<file path="config.mk">
export PLATFORM = sky130hd
export DESIGN_NAME = lnr_mul
export DESIGN_NICKNAME = d
export VERILOG_FILES = /design/src/rtl/lnr_pkg.sv /design/src/rtl/lnr_mul.sv
export SDC_FILE = /design/constraint.sdc
export NUM_CORES = 2
export LEC_CHECK = 0
export BUFFER_PORTS_ARGS = -buffer_cell sky130_fd_sc_hd__clkbuf_2
export CORE_MARGIN = 2
export CORE_UTILIZATION = 50
export DETAILED_ROUTE_END_ITERATION = 8
export PLACE_DENSITY = 0.69
export SETUP_SLACK_MARGIN = 0.02
export SLEW_MARGIN = 10
export SYNTH_ARGS = -nofsm -noshare
export SYNTH_HDL_FRONTEND = slang
export SYNTH_SLANG_ARGS = --single-unit
</file>
<file path="constraint.sdc">
create_clock -name i_clk -period 9 [get_ports i_clk]
set_input_delay 1.8 -clock i_clk [delete_from_list [all_inputs] [get_ports i_clk]]
set_output_delay 1.8 -clock i_clk [all_outputs]
set_load 0.02 [all_outputs]
</file>
<file path="src/rtl/lnr_pkg.sv">
// ----------------------------------------------------------------------------
// lnr_pkg
// Shared types and constants for the layer normalization row core.
// ----------------------------------------------------------------------------
package lnr_pkg;

    // Configuration register indexes
    typedef logic [0:0] t_cfg_idx;
    localparam t_cfg_idx REG_ROW_LENGTH = 1'b0;
    localparam t_cfg_idx REG_EPSILON    = 1'b1;

    // Field widths
    localparam int DATA_W = 16;
    localparam int LEN_W  = 7;
    localparam int EPS_W  = 24;
    localparam int SUM_W  = 23;

    // Shared multiplier operand width
    localparam int MUL_W = 32;

    // Shared divider: dividend and divisor widths
    localparam int DIVN_W = 56;
    localparam int DIVD_W = 19;

    // Newton iteration constants, Q2.30
    localparam logic [31:0] SEED_LO   = 32'h3700_0000;
    localparam logic [31:0] SEED_HI   = 32'h2600_0000;
    localparam logic [33:0] THREE_Q30 = 34'h0_C000_0000;

    // Reset values of the configuration registers
    localparam logic [LEN_W-1:0] ROW_LENGTH_RST = 7'd64;
    localparam logic [EPS_W-1:0] EPSILON_RST    = 24'd168;

endpackage

</file>
<file path="src/rtl/lnr_mul.sv">
// ----------------------------------------------------------------------------
// lnr_mul
// Shared unsigned multiplier with a registered product.
// ----------------------------------------------------------------------------
module lnr_mul (
    input  logic                          i_clk,
    input  logic [lnr_pkg::MUL_W-1:0]     i_a,
    input  logic [lnr_pkg::MUL_W-1:0]     i_b,
    output logic [2*lnr_pkg::MUL_W-1:0]   o_prod
);

    logic [2*lnr_pkg::MUL_W-1:0] r_prod;
    logic [2*lnr_pkg::MUL_W-1:0] n_prod;

    // product lands in the cycle after the operands
    assign n_prod = i_a * i_b;

    always_ff @(posedge i_clk) begin
        r_prod <= n_prod;
    end

    assign o_prod = r_prod;

endmodule

</file>
== Word level (Yosys, flattened, before mapping) ==
Cells that the tools add are included.
Word-level totals
  output and inout port bits: 64
  bits in registers: 64
  input port bits: 65
  word-level logic and storage cells: 2
Cells by class
  multipliers: 1
Operators by type and width (number)
  multiplier 32 x 32 -> 64 bit: 1

== Logic depth before layout (Yosys ltp) ==
  depth in word-level cells: 1
  depth in mapped cells: 29

== Worst setup path after synthesis ==
No wires, ideal clock.
  path type: input port to flip-flop
  start: input port i_a[25] in the netlist's numbering
  end: register r_prod (netlist bit o_prod[62])
  path buffers: 2
  slack: 452 ps
  stages: 25
  required time: 8928 ps
  arrival time: 8476 ps
  setup time: 72 ps
  cell sequence: clkbuf_1 -> nand2_1 -> fa_1 -> inv_1 -> fa_1 -> inv_1 -> fa_1 -> inv_1 -> fa_1 -> fa_1 -> fa_1 -> fa_1 -> inv_1 -> fa_1 -> inv_1 -> ha_1 -> buf_2 -> nand4_1 -> or4_1 -> or3_1 -> a31oi_1 -> a31o_2 -> a211oi_1 -> o21ai_1 -> xor2_1
On the way
  longest elaborated chain between the ends: 1
Ends and longest elaborated chain
  from (decl): RTL line lnr_mul.sv:7  | input logic [lnr_pkg::MUL_W-1:0] i_a,
  multiplier 32 x 32 -> 64 bit: RTL line lnr_mul.sv:16  | assign n_prod = i_a * i_b;
  named net n_prod (one bit): RTL line lnr_mul.sv:13  | logic [2*lnr_pkg::MUL_W-1:0] n_prod;
  to (signal assigned): RTL line lnr_mul.sv:19  | r_prod <= n_prod;
  to (decl): RTL line lnr_mul.sv:12  | logic [2*lnr_pkg::MUL_W-1:0] r_prod;
The timed path passes the listed nets, and every way through them passes these cells.

== Worst setup path in the final report ==
  start: input port i_a[17] in the netlist's numbering
  end: register r_prod (netlist bit o_prod[62])
The elaborated chain is that of the path after synthesis.

==> results.json <==
{
  "crit_start": "i_a[17]",
  "grt_max_degree": 33,
  "max_freq_mhz": 114,
  "hold_path_class": "in -> reg",
  "status": "completed",
  "io_pins": 129,
  "gr-usage-all-layers_pct": 26.7,
  "synth.most_common_cell": "fa_1",
  "fp.coreArea_sq_mm": 0.0686,
  "tritoncts": "built",
  "h-tree-depth": 3,
  "cp_max_fo": 15,
  "rsz0062_at_grt": "false",
  "first_pass_iters": 5,
  "syn2layout_area_growth_pct": 8.20,
  "avgSynthCellArea_sq_um": 9.21,
  "die_y_microns": 267,
  "crit_required_ns": 9.28,
  "grt_pass1_vias": 27600,
  "finalHoldViolations": 0,
  "wire_per_inst_microns": 18.8,
  "antenna_found_initial": 1,
  "rows": 96,
  "end_kind": "flop",
  "worstHoldStart": "i_a[1]",
  "ys.flop_type": "dfxtp_1",
  "synth_edf_count": 0,
  "clockRootBuffer": "clkbuf_16",
  "drtIter0Drc": 1440,
  "grt-ovfl-total": 0,
  "clk_pin_slew_ns": 0.05,
  "syn_area_sq_mm": 0.0346,
  "synth_commonest_cells": "fa_1 (896), inv_1 (863), and2_1 (603), nand2_1 (478), ha_1 (263)",
  "fin_nets": 5085,
  "wl_mm": 90.1,
  "postCtsSetupBuffers": 0,
  "ant_nets": 0,
  "report.final.slew_viol_count": 0,
  "fin_ws_ns": 0.247,
  "synthCells": 3758,
  "slew_headroom_pct": 59.6,
  "critPathKind": "in -> reg",
  "synth.top_cell.area_share_pct": 51.8,
  "cts_num_sinks": 64,
  "clockBufferDepth": 2,
  "cap_viol_max_count": 0,
  "tightest_slew_ns": 0.601,
  "syn-num-nets": 4982,
  "postSynth.asyncResetShare_pct": 0,
  "fin_hold_ws_ns": 2.18,
  "chipWidth_microns": 267,
  "hold_buffers": 0,
  "setup-violations-final": 0,
  "synth_area_leaders": "fa_1 (52%), and2_1 (11%), ha_1 (9.5%)",
  "yosysSeqAreaShare_pct": 3.70,
  "setup_tns_ns": 0,
  "min_period_ns": 8.75,
  "cts_made_buffers": 9,
  "drt-vias-per-instance": 5.25,
  "die_area_sq_mm": 0.0714,
  "arrival_ns": 9.03,
  "grt_pass1_wl_mm": 147,
  "synth_top_area_cell": "fa_1",
  "largest_register_ff_count": 64,
  "hpwl_mm": 78.7,
  "io_buffers": 128,
  "place_congestion": 0.915,
  "initial_core_util_pct": 50.5,
  "drive_gt1_share_pct": 8.95,
  "synthDistinctLibCells": 56,
  "ys_warn_count": 0,
  "utilization_pct": 54.6,
  "via_count": 25200,
  "yosys_register_bits": 64,
  "dpl_worst_slack_ns": -0.130,
  "drc": 0,
  "final.period_utilization_pct": 97.3,
  "cp-start-kind": "input pin"
}
area by class of cell:
type	instances	area [sq um]
Fill cell	6209	31100
Tap cell	931	1160
Clock inverter	5	56.3
Timing Repair Buffer	319	2230
Sequential cell	64	1280
Clock buffer	11	243
Inverter	863	3240
Multi-Input combinational cell	2604	29200
Antenna cell	2	5.00
path summary, 6_finish.rpt:
check / cells past startpoint / end / slack, ns
hold / removal: 4 / o_prod[1] / 2.18
setup / recovery: 25 / o_prod[62] / 0.25
critical path: stages:
cell      delay, ns
clkbuf_2       0.28
buf_4          0.28
and2_1         0.18
fa_1           0.54
inv_1          0.07
fa_1           0.50
fa_1           0.50
fa_1           0.51
inv_1          0.05
fa_1           0.57
fa_1           0.44
fa_1           0.50
inv_1          0.05
fa_1           0.47
inv_1          0.04
ha_1           0.30
nand4_1        0.17
or4_1          0.46
or3_1          0.36
a31oi_1        0.17
buf_4          0.16
a31o_2         0.20
a211oi_2       0.09
o21ai_1        0.17
xor2_1         0.15
per-layer routing:
metal	wire (microns)	track usage, %	part of all wire, %
met4	3590	9.17	4.0
met1	34200	32.9	38
met5	0	0	0
met2	47800	48.4	53
met3	4440	2.97	4.9
through the flow:
stage / instance area, sq um / instances
6_report: 37500 / 4799
5_1_grt: 37500 / 4798
4_1_cts: 37500 / 4797
3_5_place_dp: 37200 / 4781
3_3_place_gp: 37200 / 4781
2_1_floorplan: 34600 / 3758
logic make-up (layout without fill, tap and decap cells):
group,Yosys count,in the layout,share of synthesized area (%)
compound gates,205,205,3.92
xor+xnor,59,59,1.49
fa+ha+maj,1159,1159,61.3
buf+inv,1090,1198,11.9
flops,64,64,3.70
mux,1,1,0.0289
other cells,0,2,0
simple gates,1180,1180,17.7
cells in the final DEF (no fill, tap or decap), types with 3 or more instances in the layout:
| cell | netlist | layout |
|---|---|---|
| and2_1 | 603 | 603 |
| a31oi_1 | 11 | 11 |
| o221ai_1 | 3 | 3 |
| or4_1 | 3 | 3 |
| o21ai_0 | 28 | 28 |
| nor2_1 | 21 | 21 |
| a21oi_1 | 68 | 68 |
| inv_1 | 863 | 863 |
| nand4_1 | 24 | 24 |
| and4_1 | 4 | 4 |
| fa_1 | 896 | 896 |
| xor2_1 | 26 | 26 |
| o211ai_1 | 3 | 3 |
| a211oi_1 | 4 | 3 |
| nand2_1 | 478 | 478 |
| buf_12 | 0 | 12 |
| o21a_1 | 8 | 8 |
| clkbuf_2 | 1 | 122 |
| a221o_1 | 4 | 4 |
| buf_4 | 0 | 179 |
| buf_2 | 9 | 4 |
| nand3_1 | 12 | 12 |
| and3_1 | 14 | 14 |
| a311oi_1 | 3 | 3 |
| o21bai_1 | 10 | 10 |
| xnor2_1 | 33 | 33 |
| ha_1 | 263 | 263 |
| nor3_1 | 5 | 5 |
| a21boi_0 | 3 | 3 |
| dfxtp_1 | 64 | 64 |
| or2_2 | 3 | 3 |
| or3_1 | 5 | 5 |
| clkbuf_16 | 0 | 9 |
| a21o_1 | 37 | 37 |
timing repair:
action,CTS,global route
hold endpoints to repair,0,0
resized for setup,0,9
endpoints found under the setup margin,0,5
Power is left out: the tool's default activity adds up to more than one toggle a clock period on the data nets, which glitch-free logic cannot reach.
