File: src/rtl/lnr_pkg.sv
// ----------------------------------------------------------------------------
// lnr_pkg
// Shared types and constants for the layer normalization row core.
// ----------------------------------------------------------------------------
package lnr_pkg;

    // Configuration register indexes
    typedef logic [0:0] t_cfg_idx;
    localparam t_cfg_idx REG_ROW_LENGTH = 1'b0;
    localparam t_cfg_idx REG_EPSILON    = 1'b1;

    // Field widths
    localparam int DATA_W = 16;
    localparam int LEN_W  = 7;
    localparam int EPS_W  = 24;
    localparam int SUM_W  = 23;

    // Shared multiplier operand width
    localparam int MUL_W = 32;

    // Shared divider: dividend and divisor widths
    localparam int DIVN_W = 56;
    localparam int DIVD_W = 19;

    // Newton iteration constants, Q2.30
    localparam logic [31:0] SEED_LO   = 32'h3700_0000;
    localparam logic [31:0] SEED_HI   = 32'h2600_0000;
    localparam logic [33:0] THREE_Q30 = 34'h0_C000_0000;

    // Reset values of the configuration registers
    localparam logic [LEN_W-1:0] ROW_LENGTH_RST = 7'd64;
    localparam logic [EPS_W-1:0] EPSILON_RST    = 24'd168;

endpackage

File: src/rtl/lnr_div.sv
// ----------------------------------------------------------------------------
// lnr_div
// Restoring divider, one quotient bit per cycle.
// ----------------------------------------------------------------------------
module lnr_div (
    input  logic                          i_clk,
    input  logic                          i_rst_n,
    input  logic                          i_start,
    input  logic [lnr_pkg::DIVN_W-1:0]    i_dividend,
    input  logic [lnr_pkg::DIVD_W-1:0]    i_divisor,
    output logic                          o_done,
    output logic [lnr_pkg::DIVN_W-1:0]    o_quot
);

    localparam int NW = lnr_pkg::DIVN_W;
    localparam int DW = lnr_pkg::DIVD_W;
    localparam int CW = $clog2(NW);

    logic          r_busy;
    logic          r_done;
    logic [CW-1:0] r_cnt;
    logic [NW-1:0] r_quo;
    logic [DW-1:0] r_rem;
    logic [DW-1:0] r_div;

    logic [DW:0]   rem_sh;
    logic          ge;
    logic [DW-1:0] n_rem;

    // one shift-subtract step
    always_comb begin
        rem_sh = {r_rem, r_quo[NW-1]};
        ge     = (rem_sh >= {1'b0, r_div});
        n_rem  = ge ? DW'(rem_sh - {1'b0, r_div}) : rem_sh[DW-1:0];
    end

    // control
    always_ff @(posedge i_clk) begin
        if (!i_rst_n) begin
            r_busy <= 1'b0;
            r_done <= 1'b0;
            r_cnt  <= '0;
        end else begin
            r_done <= 1'b0;
            if (i_start) begin
                r_busy <= 1'b1;
                r_cnt  <= '0;
            end else if (r_busy) begin
                r_cnt <= r_cnt + 1'b1;
                if (r_cnt == CW'(NW - 1)) begin
                    r_busy <= 1'b0;
                    r_done <= 1'b1;
                end
            end
        end
    end

    // datapath
    always_ff @(posedge i_clk) begin
        if (i_start) begin
            r_quo <= i_dividend;
            r_rem <= '0;
            r_div <= i_divisor;
        end else if (r_busy) begin
            r_quo <= {r_quo[NW-2:0], ge};
            r_rem <= n_rem;
        end
    end

    assign o_done = r_done;
    assign o_quot = r_quo;

endmodule

File: config.mk
export PLATFORM = sky130hd
export DESIGN_NAME = lnr_div
export DESIGN_NICKNAME = d
export VERILOG_FILES = /design/src/rtl/lnr_pkg.sv /design/src/rtl/lnr_div.sv
export SDC_FILE = /design/constraint.sdc
export NUM_CORES = 1
export LEC_CHECK = 0
export BUFFER_PORTS_ARGS = -buffer_cell sky130_fd_sc_hd__buf_2
export CAP_MARGIN = 30
export CORE_UTILIZATION = 47
export CTS_CLUSTER_DIAMETER = 120
export DETAILED_ROUTE_END_ITERATION = 10
export PLACE_DENSITY = 0.81
export SLEW_MARGIN = 20
export SYNTH_ARGS = -nofsm -noshare
export SYNTH_HDL_FRONTEND = slang
export SYNTH_SLANG_ARGS = --single-unit
File: constraint.sdc
create_clock -name i_clk -period 2.7 [get_ports i_clk]
set_clock_uncertainty 0.1 [all_clocks]
set_input_delay 0.54 -clock i_clk [delete_from_list [all_inputs] [get_ports i_clk]]
set_output_delay 0.54 -clock i_clk [all_outputs]
set_load 0.02 [all_outputs]
Yosys cells after proc, flatten, opt, wreduce, memory -nomap -nowiden
Index checks and enable logic that the tools add are counted. W data, S select, Z words.

Add/subtract/negate cells: 2. $lt $le $gt $ge: 1. Equal/unequal tests: 1. Multiplexer cells: 7. Bitwise logic cells: 2. Reduce and logical (&&, ||, !) cells: 3.

Operators with widths (count): $mux W56 (2); $ge A20 B19 Y1 (1); $mux W19 (1); $sub A19 B19 Y19 (1); $add A6 B1 Y6 const B (1); $eq A6 B6 Y1 const B (1); $mux W1 (4); $reduce_or A3 Y1 (1); $not A1 Y1 (2); $reduce_bool A2 Y1 (1); $reduce_or A2 Y1 (1).

Register bits after elaboration: 102.

Longest topological paths before layout
Gate-level depths: netlist (run 1).

Word-level depth: 4. Mapped depth: 12. Depth with buffers taken out: 10.

Worst setup path before layout (run 1)
OpenSTA, ideal clock, no wires.

Path kind: register to register. From: reg r_quo[55], in the netlist o_quot[55]. To: reg r_rem[9]. Library setup time: 0.091 ns. Data arrival time: 2.637 ns. Data required time: 2.509 ns. Setup slack: -0.128 ns. Cell stages (with the launch flop): 13. Path through: edfxtp_1 > inv_1 > ha_1 > fa_1 > nand2b_1 > a211oi_2 > o21ai_0 > a21oi_2 > o21a_1 > buf_6 > buf_8 > nand2_1 > a311oi_1.

Longest elaborated chain between the ends: 2.

Ends and longest elaborated chain: start: declaration (RTL line lnr_div.sv:22) `logic [NW-1:0] r_quo;`; start signal: assignment (RTL line lnr_div.sv:61) `r_quo <= i_dividend;`; start signal: assignment (RTL line lnr_div.sv:65) `r_quo <= {r_quo[NW-2:0], ge};`; $sub A19 B19 Y19 or $ge A20 B19 Y1 (tied branches) (RTL line lnr_div.sv:34, lnr_div.sv:33); $mux W19 * (RTL line lnr_div.sv:34) `n_rem = ge ? DW'(rem_sh - {1'b0, r_div}) : rem_sh[DW-1:0];`; end signal: assignment (RTL line lnr_div.sv:66) `r_rem <= n_rem;`; end: declaration (RTL line lnr_div.sv:23) `logic [DW-1:0] r_rem;`.

Mark *: on every way between the ends. The rest lies on a longest branch, timed or not. A chain may end at the register's enable or synchronous reset.

Worst setup path after layout (run 1)
From: reg r_rem[11]. To: reg r_rem[15].

Longest elaborated chain between the ends: 2.

Ends and longest elaborated chain (RTL line): $sub A19 B19 Y19 or $ge A20 B19 Y1 (tied branches) (lnr_div.sv:34, lnr_div.sv:33); $mux W19 * (lnr_div.sv:34).

Marked as above.

==> results.yml, run 1 <==
setup_path:
  crit_path_end_kind: "register"
  slowest_delay_ps: 370
  reg2reg_setup_slack_ps: 70
  worstPathArrival_ps: 2790
  reg2reg_from: "r_rem[11]"
  worst_r2r_path_depth: 9
  path_depth: 9
  crit_path_start_kind: "register"
  cp_top_family: "compound AO/OA/AOI/OAI gates"
  crit_start: "r_rem[11]"
  cp_cell_sequence: "ha_1, a2111oi_4, o21ai_2, a221oi_4, nand3_2, buf_4, o2111a_1, a211oi_2, o32ai_1"
  cp_slowest_cell: "a221oi_4"
  crit_type: "reg -> reg"
  cp_max_fo: 3
  cp_num_buf_inv: 1
  required_ps: 2860
  crit_end: "r_rem[15]"
  reg2reg_to: "r_rem[15]"
sta:
  period_share_pct: 97.3
  relSlewSlack_pct: 72.6
  rsz0062_at_grt: "yes"
  finalSetupViolations: 0
  fmax_mhz: 381
  min_period_ps: 2630
  final_hold_viol_count: 0
  fin_setup_tns_ps: 0
  drv_slew: 0
  tightest_slew_ps: 409
  whs_ps: 223
routing:
  routed_wl_um: 11900
  num_vias: 3922
  drt-initial-drc-count: 156
  drt_pass1_iterations: 4
  drcViolationCount: 0
  wire_per_inst_um: 16.4
  antenna_left: 0
  viasPerCell: 5.42
floorplanning:
  core_um2: 10800
  rows: 38
  start_util_pct: 48.1
  fp.dieH_um: 107
  die_area_um2: 11500
  ios: 135
  die-width_um: 107
synth:
  netlist_area_um2: 5190
  synth_ff_type: "edfxtp_1"
  ys_seq_area_share_pct: 53.8
  synth_edf_count: 75
  synthCells: 434
  synth_warnings: 0
  syn-num-nets: 533
  synth-seq-cells: 102
  synth.distinct_cells: 52
  async_flop_share_pct: 0
  avgSynthCellArea_um2: 12.0
clock_network:
  htree_num_levels: 3
  cts_hold_buffers: 0
  path_clk_slew_ps: 110
  cts_root_buffer: "clkbuf_8"
  clkSinkCount: 102
  cts_buffers: 9
  cts_tree: "yes"
  worstSkewPairLatency_ps: 380
  clockBufferDepth: 2
pwr:
  pwr-share-clk_pct: 23.1
  ir_drop_v: 0.000585
  p_per_area_nw_per_um2: 597
  p_sw_uw: 1210
  p_int_uw: 2640
  pwr-share-seq_pct: 50.2
  power_leakage_uw: 0.00265
  switching_share_pct: 31.3
  combPwrFrac_pct: 26.7
min_path:
  hp-class: "in -> reg"
global_route:
  track_usage_pct: 20.9
  grt_pass1_wl_um: 18600
  grt_max_degree: 57
  overflow: 0
  grt_pass1_vias: 3991
  antenna_found_initial: 0
job:
  cap_viol_max_count: 0
final_layout:
  fillers: 863
  drive_gt1_share_pct: 43.3
  area_growth_pct: 24.3
  final_cell_area_um2: 6450
  antenna_cells: 0
  instances_no_fill: 724
  nets: 678
  ff_latch_area_um2: 2790
  multiInputGateArea_um2: 2340
place:
  io_buffers: 134
  hpwlAfterDp_um: 8560
  place_area_um2: 6120
  dp.cells: 704
  gp_congestion: 0.931
status:
  status: "completed"
-- metrics by stage --
step           total power, uW  worst slack [ps]  util [%]
6_report                  3850              73.9      59.7
4_1_cts                   3810              1.93      58.3
3_3_place_gp              2890               105      56.7
5_1_grt                   4030             -71.0      59.7
3_5_place_dp              2920             -46.8      56.7
2_1_floorplan             2620              30.1         -
-- flip-flops by register name (all words and copies together), names as in the netlist --
register  flops
o_quot       56
r_div        19
r_rem        19
r_cnt         6
o_done        1
r_busy        1
-- cell families (layout without fill, tap and decap cells) --
logic type	count (synthesis)	in the layout	share of synthesized area (%)
AO/OA/AOI/OAI	80	80	11.0
XOR/XNOR	18	18	3.04
adder cells (fa/ha/maj)	21	21	5.21
buffers and inverters	45	195	3.69
flip-flops	102	102	53.8
multiplexers	66	66	14.1
AND/OR/NAND/NOR	102	102	9.19
-- final cells by class --
type	instances	area share [%]
clock buffers	9	1.92
clock inverters	7	0.737
inverters	25	1.46
multi-input cells	287	36.3
flip-flops and latches	102	43.3
well taps	140	2.72
repair buffers	154	13.6
-- layout by cell type (no fill, tap or decap), types with 3 or more instances in the layout --
cell / count
buf_2: 133
edfxtp_1: 75
mux2_2: 57
nor2_1: 35
dfxtp_1: 27
nand2_1: 26
inv_1: 24
a21oi_1: 20
ha_1: 17
buf_4: 15
xnor2_1: 11
nor3_1: 9
clkbuf_8: 9
a211oi_1: 7
xor2_1: 7
mux2i_1: 7
a311oi_1: 6
nand4_1: 5
o21ai_0: 5
o21ai_2: 4
or3_1: 4
nor2b_1: 4
o211ai_1: 4
nand3_1: 4
and3_1: 3
a21o_1: 3
o21a_1: 3
a31oi_1: 3
or2_2: 3
o21bai_1: 3
a211oi_2: 3
buf_12: 3
-- how the worst min path moves through the flow --
stage,startpoint,end,slack (ps),cells after the start
2_1_floorplan,r_cnt[5],r_cnt[5],360,2
3_3_place_gp,r_cnt[5],r_cnt[5],370,2
3_5_place_dp,r_cnt[5],o_done,390,2
4_1_cts,i_divisor[3],r_div[3],200,1
5_1_grt,i_divisor[2],r_div[2],190,1
6_report,i_divisor[17],r_div[17],220,1
-- worst register-to-register path, delay by kind of cell, from the launching register on --
kind	cells	cell delay [ps]
AOI/OAI and AO/OA	6	1480
DFF	1	350
adders and majority gates	1	270
and+or+nand+nor	1	160
buffers and inverters	1	160
-- synth_stat cells (all sizes together) (3+ instances only) --
cell    number  area share [%]
nand3        5            0.58
nand2       26             1.9
nor3         9            0.87
buf          3            0.65
nand2b       3            0.36
or2          3            0.36
xor2         7             1.2
edfxtp      75              43
nor2b        4            0.48
clkbuf      17             1.2
and3         3            0.36
a31oi        3            0.36
o21a         4            0.58
a21o         3            0.43
o21ai        9            0.94
nand4        5            0.60
mux2        57              12
xnor2       11             1.9
inv         25             1.8
or3          4            0.48
o211ai       4            0.58
a311oi       8             1.4
o21bai       3            0.43
a21oi       22             2.2
a211oi      11             1.7
nor2        35             2.5
mux2i        9             1.7
dfxtp       27              10
ha          20             4.8
-- power groups by stage --
stage                     combinational [uW]  clock [uW]  sequential (uW)
after CTS                                960         917             1930
after floorplan                          553           0             2060
final                                   1030         889             1930
after detailed placement                 955           0             1960
after global routing                    1110         963             1950
after global placement                   927           0             1960
-- per-layer routing --
metal  share of wire, %  vias to the layer above  track usage (%)
met3                6.8                       18             7.78
li1                   -                     1899                -
met5                  0                        -                0
met2                 51                      124             36.8
met4                2.0                        0             6.46
met1                 41                     1881             23.5
-- repair_timing --
item | CTS | global route
pin swaps | 2 | 14
gates resized for setup | 1 | 24
setup endpoints to repair | 12 | 18
buffers inserted | 0 | 4
Power figures use the tool's default switching activity.
==> run 2, diff against run 1 <==
CORE_UTILIZATION = 45   (was 47)
CTS_CLUSTER_SIZE = 14   (was not set)
PLACE_DENSITY = 0.76   (was 0.81)
clock period = 3.3 ns   (was 2.7 ns; I/O delays follow)
==> run 2 against run 1 <==
Hold slack improved by 160 ps. Worst setup slack better by 220 ps. Register-to-register slack improved by 220 ps. Critical path depth did not move. Combinational power down 27%. Utilization is 2.7 points lower. Critical endpoint is now r_rem[0]. Largest cell class unchanged. Largest power group unchanged.
==> results.yml, run 2 (synthesized netlist as in run 1, its figures left out) <==
setup_path:
  crit_end: "r_rem[0]"
  cp_max_fo: 12
  worstPathArrival_ps: 3160
  cp_cell_sequence: "inv_1, ha_1, a2111oi_2, o21ai_1, a221oi_2, nand3_2, o21ai_4, mux2_2, a211oi_1"
  slowest_delay_ps: 400
  required_ps: 3450
  reg2reg_from: "r_div[11]"
  reg2reg_to: "r_rem[0]"
  crit_path_start_kind: "register"
  worst_r2r_path_depth: 9
  crit_start: "r_div[11]"
  crit_type: "reg -> reg"
  crit_path_end_kind: "register"
  cp_slowest_cell: "a2111oi_2"
  reg2reg_setup_slack_ps: 300
global_route:
  grt_max_degree: 65
  track_usage_pct: 20.2
  overflow: 0
  grt_pass1_wl_um: 18300
  antenna_found_initial: 0
  grt_pass1_vias: 3978
floorplanning:
  die_area_um2: 12000
  rows: 38
  ios: 135
  fp.dieH_um: 109
  die-width_um: 109
  core_um2: 11000
  start_util_pct: 47.1
sta:
  rsz0062_at_grt: "no"
  final_hold_viol_count: 0
  period_share_pct: 91.0
  tightest_slew_ps: 770
  finalSetupViolations: 0
  setup_ws_ps: 298
  drv_slew: 0
  min_period_ps: 3000
  whs_ps: 385
  fin_setup_tns_ps: 0
  fmax_mhz: 333
  relSlewSlack_pct: 48.6
routing:
  wire_per_inst_um: 15.6
  routed_wl_um: 11100
  antenna_left: 0
  drcViolationCount: 0
  viasPerCell: 5.40
  num_vias: 3844
  drt-initial-drc-count: 228
  drt_pass1_iterations: 4
clock_network:
  htree_num_levels: 3
  cts_resized: 0
  cts_root_buffer: "clkbuf_16"
  clockBufferDepth: 2
  cts_hold_buffers: 0
  clkSinkCount: 102
  worstSkewPairLatency_ps: 350
  post_cts_buffers: 0
  cts_buffers: 9
  cts_tree: "yes"
  path_clk_slew_ps: 70
final_layout:
  drive_gt1_share_pct: 38.6
  final_cell_mix: "buf_2, edfxtp_1, mux2_2, nor2_1, dfxtp_1"
  mostFrequentLayoutCell: "buf_2"
  antenna_cells: 0
  largest_reg_flops: 56
  area_growth_pct: 21.3
  nets: 667
  fillers: 967
  final_cell_area_um2: 6290
place:
  hpwlAfterDp_um: 8260
  io_buffers: 134
  place_area_um2: 6020
  gp_congestion: 0.891
  place_ws_ps: 106
job:
  cap_viol_max_count: 0
pwr:
  finalPower_uw: 3300
  p_per_area_nw_per_um2: 524
  ir_drop_v: 0.000429
  power_leakage_uw: 0.00261
min_path:
  hp-class: "in -> reg"
  hold_depth: 1
status:
  status: "completed"
==> run 2: cell count changes in the layout (fill, tap and decap cells not counted), moves of 3 or more <==
cell	change
o21ai_2	-4
clkbuf_16	+9
a211oi_1	+3
ha_1	+3
clkbuf_8	-9
buf_4	-6
==> run 2: worst max-delay path, delay by kind of cell, from the launching register on <==
family	cells	cell delay, ps
AO/OA/AOI/OAI	5	1520
multiplexers	1	380
flip-flops	1	330
AND/OR/NAND/NOR	1	170
buffers and inverters	1	40
adder cells (fa/ha/maj)	1	380
==> run 2: how the worst min path moves through the flow <==
stage	to	startpoint	slack [ps]
3_3_place_gp	r_cnt[5]	r_cnt[5]	370
4_1_cts	r_div[2]	i_divisor[2]	370
3_5_place_dp	r_rem[5]	r_rem[4]	390
5_1_grt	r_div[4]	i_divisor[4]	370
2_1_floorplan	r_cnt[5]	r_cnt[5]	360
6_report	r_div[2]	i_divisor[2]	390
==> run 2: cell type report <==
class | count | area (um^2) | area share, %
clock buffer | 10 | 229 | 3.64
clock inverter | 5 | 36.3 | 0.577
inverter | 25 | 93.8 | 1.49
multi-input combinational | 287 | 2210 | 35.2
sequential | 102 | 2790 | 44.4
tap | 140 | 175 | 2.78
timing repair buffer | 143 | 753 | 12.0
==> run 2: metrics by stage <==
stage,utilization [%],instances
final,57.1,712
after global routing,57.1,712
after CTS,57.0,712
after detailed placement,54.6,697
after global placement,54.6,697
after floorplan,-,434
==> run 2: power breakdown <==
group / total (uW) / switching [uW] / internal, uW / leakage [uW]
logic: 749 / 430 / 320 / 0.00151
clock network: 966 / 456 / 510 / 0.000130
registers: 1580 / 67.7 / 1520 / 0.000971
==> run 2: metal layers <==
metal	vias up	track usage, %	wire length (um)
met3	16	7.71	857
met4	0	6.76	197
met2	124	33.4	5380
met1	1812	24.1	4650
li1	1892	-	-
met5	-	0	0
==> run 3, diff against run 2 <==
ABC_AREA = 1   (was not set)
PLACE_DENSITY = 0.78   (was 0.76)
clock period = 2.7 ns   (was 3.3 ns; I/O delays follow)
==> run 3 against run 2 <==
Hold slack worse by 120 ps. Global-route usage increased by 1.1 points. Final area rose by 5.2%. Cell count is 36% higher. Utilization down 1.9 points. Sequential cell count is the same. Area after synthesis is 6.5% higher. First-iteration DRC count is 39% higher. Worst setup slack worse by 23 ps. Register-to-register slack lost 20 ps. Critical path type unchanged. Critical endpoint is now r_rem[6]. Largest power group unchanged.
==> results.yml, run 3 <==
sta:
  tightest_slew_ps: 765
  drv_slew: 0
  setup_ws_ps: 275
  relSlewSlack_pct: 49.0
  final_hold_viol_count: 0
  min_period_ps: 2420
  period_share_pct: 89.8
  finalSetupViolations: 0
  rsz0062_at_grt: "no"
  fin_setup_tns_ps: 0
  fmax_mhz: 412
job:
  cap_viol_max_count: 0
setup_path:
  cp_slowest_cell: "fa_1"
  reg2reg_setup_slack_ps: 280
  crit_path_start_kind: "register"
  slowest_delay_ps: 410
  required_ps: 2820
  cp_cell_sequence: "inv_1, ha_1, fa_1, nand3b_1, nand2_1, nand3_1, nand3_2, nand2_4, nand2_8, nand2_1, nand3_1, o21ai_0"
  worst_r2r_path_depth: 12
  worstPathArrival_ps: 2550
  crit_path_end_kind: "register"
  cp_max_fo: 19
  reg2reg_to: "r_rem[6]"
  reg2reg_from: "o_quot[55]"
  crit_type: "reg -> reg"
clock_network:
  clockBufferDepth: 2
  cts_tree: "yes"
  worstSkewPairLatency_ps: 350
  cts_buffers: 9
  path_clk_slew_ps: 80
  cts_root_buffer: "clkbuf_16"
  htree_num_levels: 3
  cts_hold_buffers: 0
  clkSinkCount: 102
synth:
  syn-num-nets: 785
  synth.distinct_cells: 36
  netlist_area_um2: 5530
  synth_edf_count: 75
  synth_most_common_cell: "nand2_1"
  async_flop_share_pct: 0
  synth_area_leaders: "edfxtp_1, nand2_1, dfxtp_1"
  yosys.area.top_type: "edfxtp_1"
  synth_ff_type: "edfxtp_1"
  synthTopCellsByCount: "nand2_1, inv_1, edfxtp_1"
  synthCells: 686
  synth-seq-cells: 102
  ys_seq_area_share_pct: 50.5
  synth_top_area_share_pct: 40.8
  synth_warnings: 0
  avgSynthCellArea_um2: 8.05
floorplanning:
  die_area_um2: 12700
  core_um2: 12000
  die-width_um: 113
  rows: 40
  fp.dieH_um: 113
  start_util_pct: 46.0
  ios: 135
min_path:
  hold_depth: 1
  min_to: "r_div[18]"
  hp-class: "in -> reg"
  hold_path.startpoint: "i_divisor[18]"
routing:
  drcViolationCount: 0
  antenna_left: 0
  drt_pass1_iterations: 6
  drt-initial-drc-count: 316
  num_vias: 4802
  routed_wl_um: 13100
  viasPerCell: 4.95
  wire_per_inst_um: 13.5
status:
  status: "completed"
place:
  io_buffers: 134
  gp_congestion: 0.845
  place_ws_ps: 219
  dp.cells: 954
  hpwlAfterDp_um: 9760
global_route:
  grt_pass1_vias: 4421
  antenna_found_initial: 0
  track_usage_pct: 21.3
  overflow: 0
  grt_pass1_wl_um: 21200
  grt_max_degree: 57
final_layout:
  multiInputGateArea_um2: 2300
  mostFrequentLayoutCell: "nand2_1"
  antenna_cells: 0
  fillers: 1118
  ff_latch_area_um2: 2790
  largest_reg_flops: 56
  area_growth_pct: 19.9
  drive_gt1_share_pct: 21.1
  final_cell_mix: "nand2_1, buf_2, inv_1, edfxtp_1, nand3_1"
  instances_no_fill: 970
  nets: 917
pwr:
  p_per_area_nw_per_um2: 559
  ir_drop_v: 0.000512
  power_leakage_uw: 0.00341
run 3: changes by cell type after synthesis, moves of 6 or more:
cell      previous run  this run
nor2_1              35        21
a211oi_1            10         0
inv_1               25        83
nand2_1             26       313
a311oi_1             8         0
clkbuf_1            17         9
nand3b_1             1        13
mux2i_1              9         0
nand3_1              4        42
a21oi_1             21        15
mux2_2              57         0
run 3: worst max-delay path by stage:
stage	slack, ps	start	end
2_1_floorplan	410	o_quot[55]	r_rem[17]
3_3_place_gp	320	o_quot[55]	r_rem[0]
3_5_place_dp	220	o_quot[55]	r_rem[6]
4_1_cts	180	o_quot[55]	r_rem[6]
5_1_grt	100	o_quot[55]	r_rem[4]
6_report	280	o_quot[55]	r_rem[6]
run 3: stage by stage:
| step | hold WS (ps) | util, % | cell area, um^2 | power (uW) |
|---|---|---|---|---|
| final | 262 | 55.1 | 6620 | 3700 |
| after global routing | 253 | 55.1 | 6620 | 3860 |
| after CTS | 253 | 55.1 | 6620 | 3730 |
| after detailed placement | 360 | 52.8 | 6340 | 2480 |
| after global placement | 356 | 52.8 | 6340 | 2480 |
| after floorplan | 343 | - | 5530 | 2250 |
run 3: area by class of cell:
cell class                 instances  share of cell area [%]
inverter                          85                    4.82
clock inverter                     6                   0.774
tap                              147                    2.78
multi-input combinational        479                    34.7
timing repair buffer             141                    11.3
clock buffer                      10                    3.46
sequential                       102                    42.2
run 3: worst max-delay path, delay by kind of cell (launching register included):
kind            cells  cell delay [ps]
simple gates        8             1060
flops               1              340
buf+inv             1               60
fa+ha+maj           2              650
compound gates      1               90
run 3: cell families (layout without fill, tap and decap cells):
| kind of cell | after synthesis | in the layout | synth area share [%] |
|---|---|---|---|
| buffers and inverters | 105 | 242 | 7.93 |
| adder cells (fa/ha/maj) | 21 | 21 | 4.89 |
| AO/OA/AOI/OAI | 33 | 33 | 3.31 |
| flip-flops | 102 | 102 | 50.5 |
| XOR/XNOR | 9 | 9 | 1.43 |
| AND/OR/NAND/NOR | 416 | 416 | 31.9 |
run 3: per-layer routing:
layer,GRT usage [%],vias up,wire [um]
met5,0,-,0
met4,5.78,0,165
met3,7.45,14,1180
met2,34.8,180,6030
met1,26.9,2171,5720
li1,-,2437,-
run 3: repair_timing:
item / in CTS / in global routing
resized for setup: 0 / 1
setup endpoints to repair: 0 / 1
buffers inserted: 0 / 0
run 3: power breakdown:
part,internal (uW),switching (uW),leakage [uW]
Sequential,1820,61.1,0.000979
Combinational,197,372,0.00231
Clock,640,611,0.000128
Total,2660,1040,0.00341
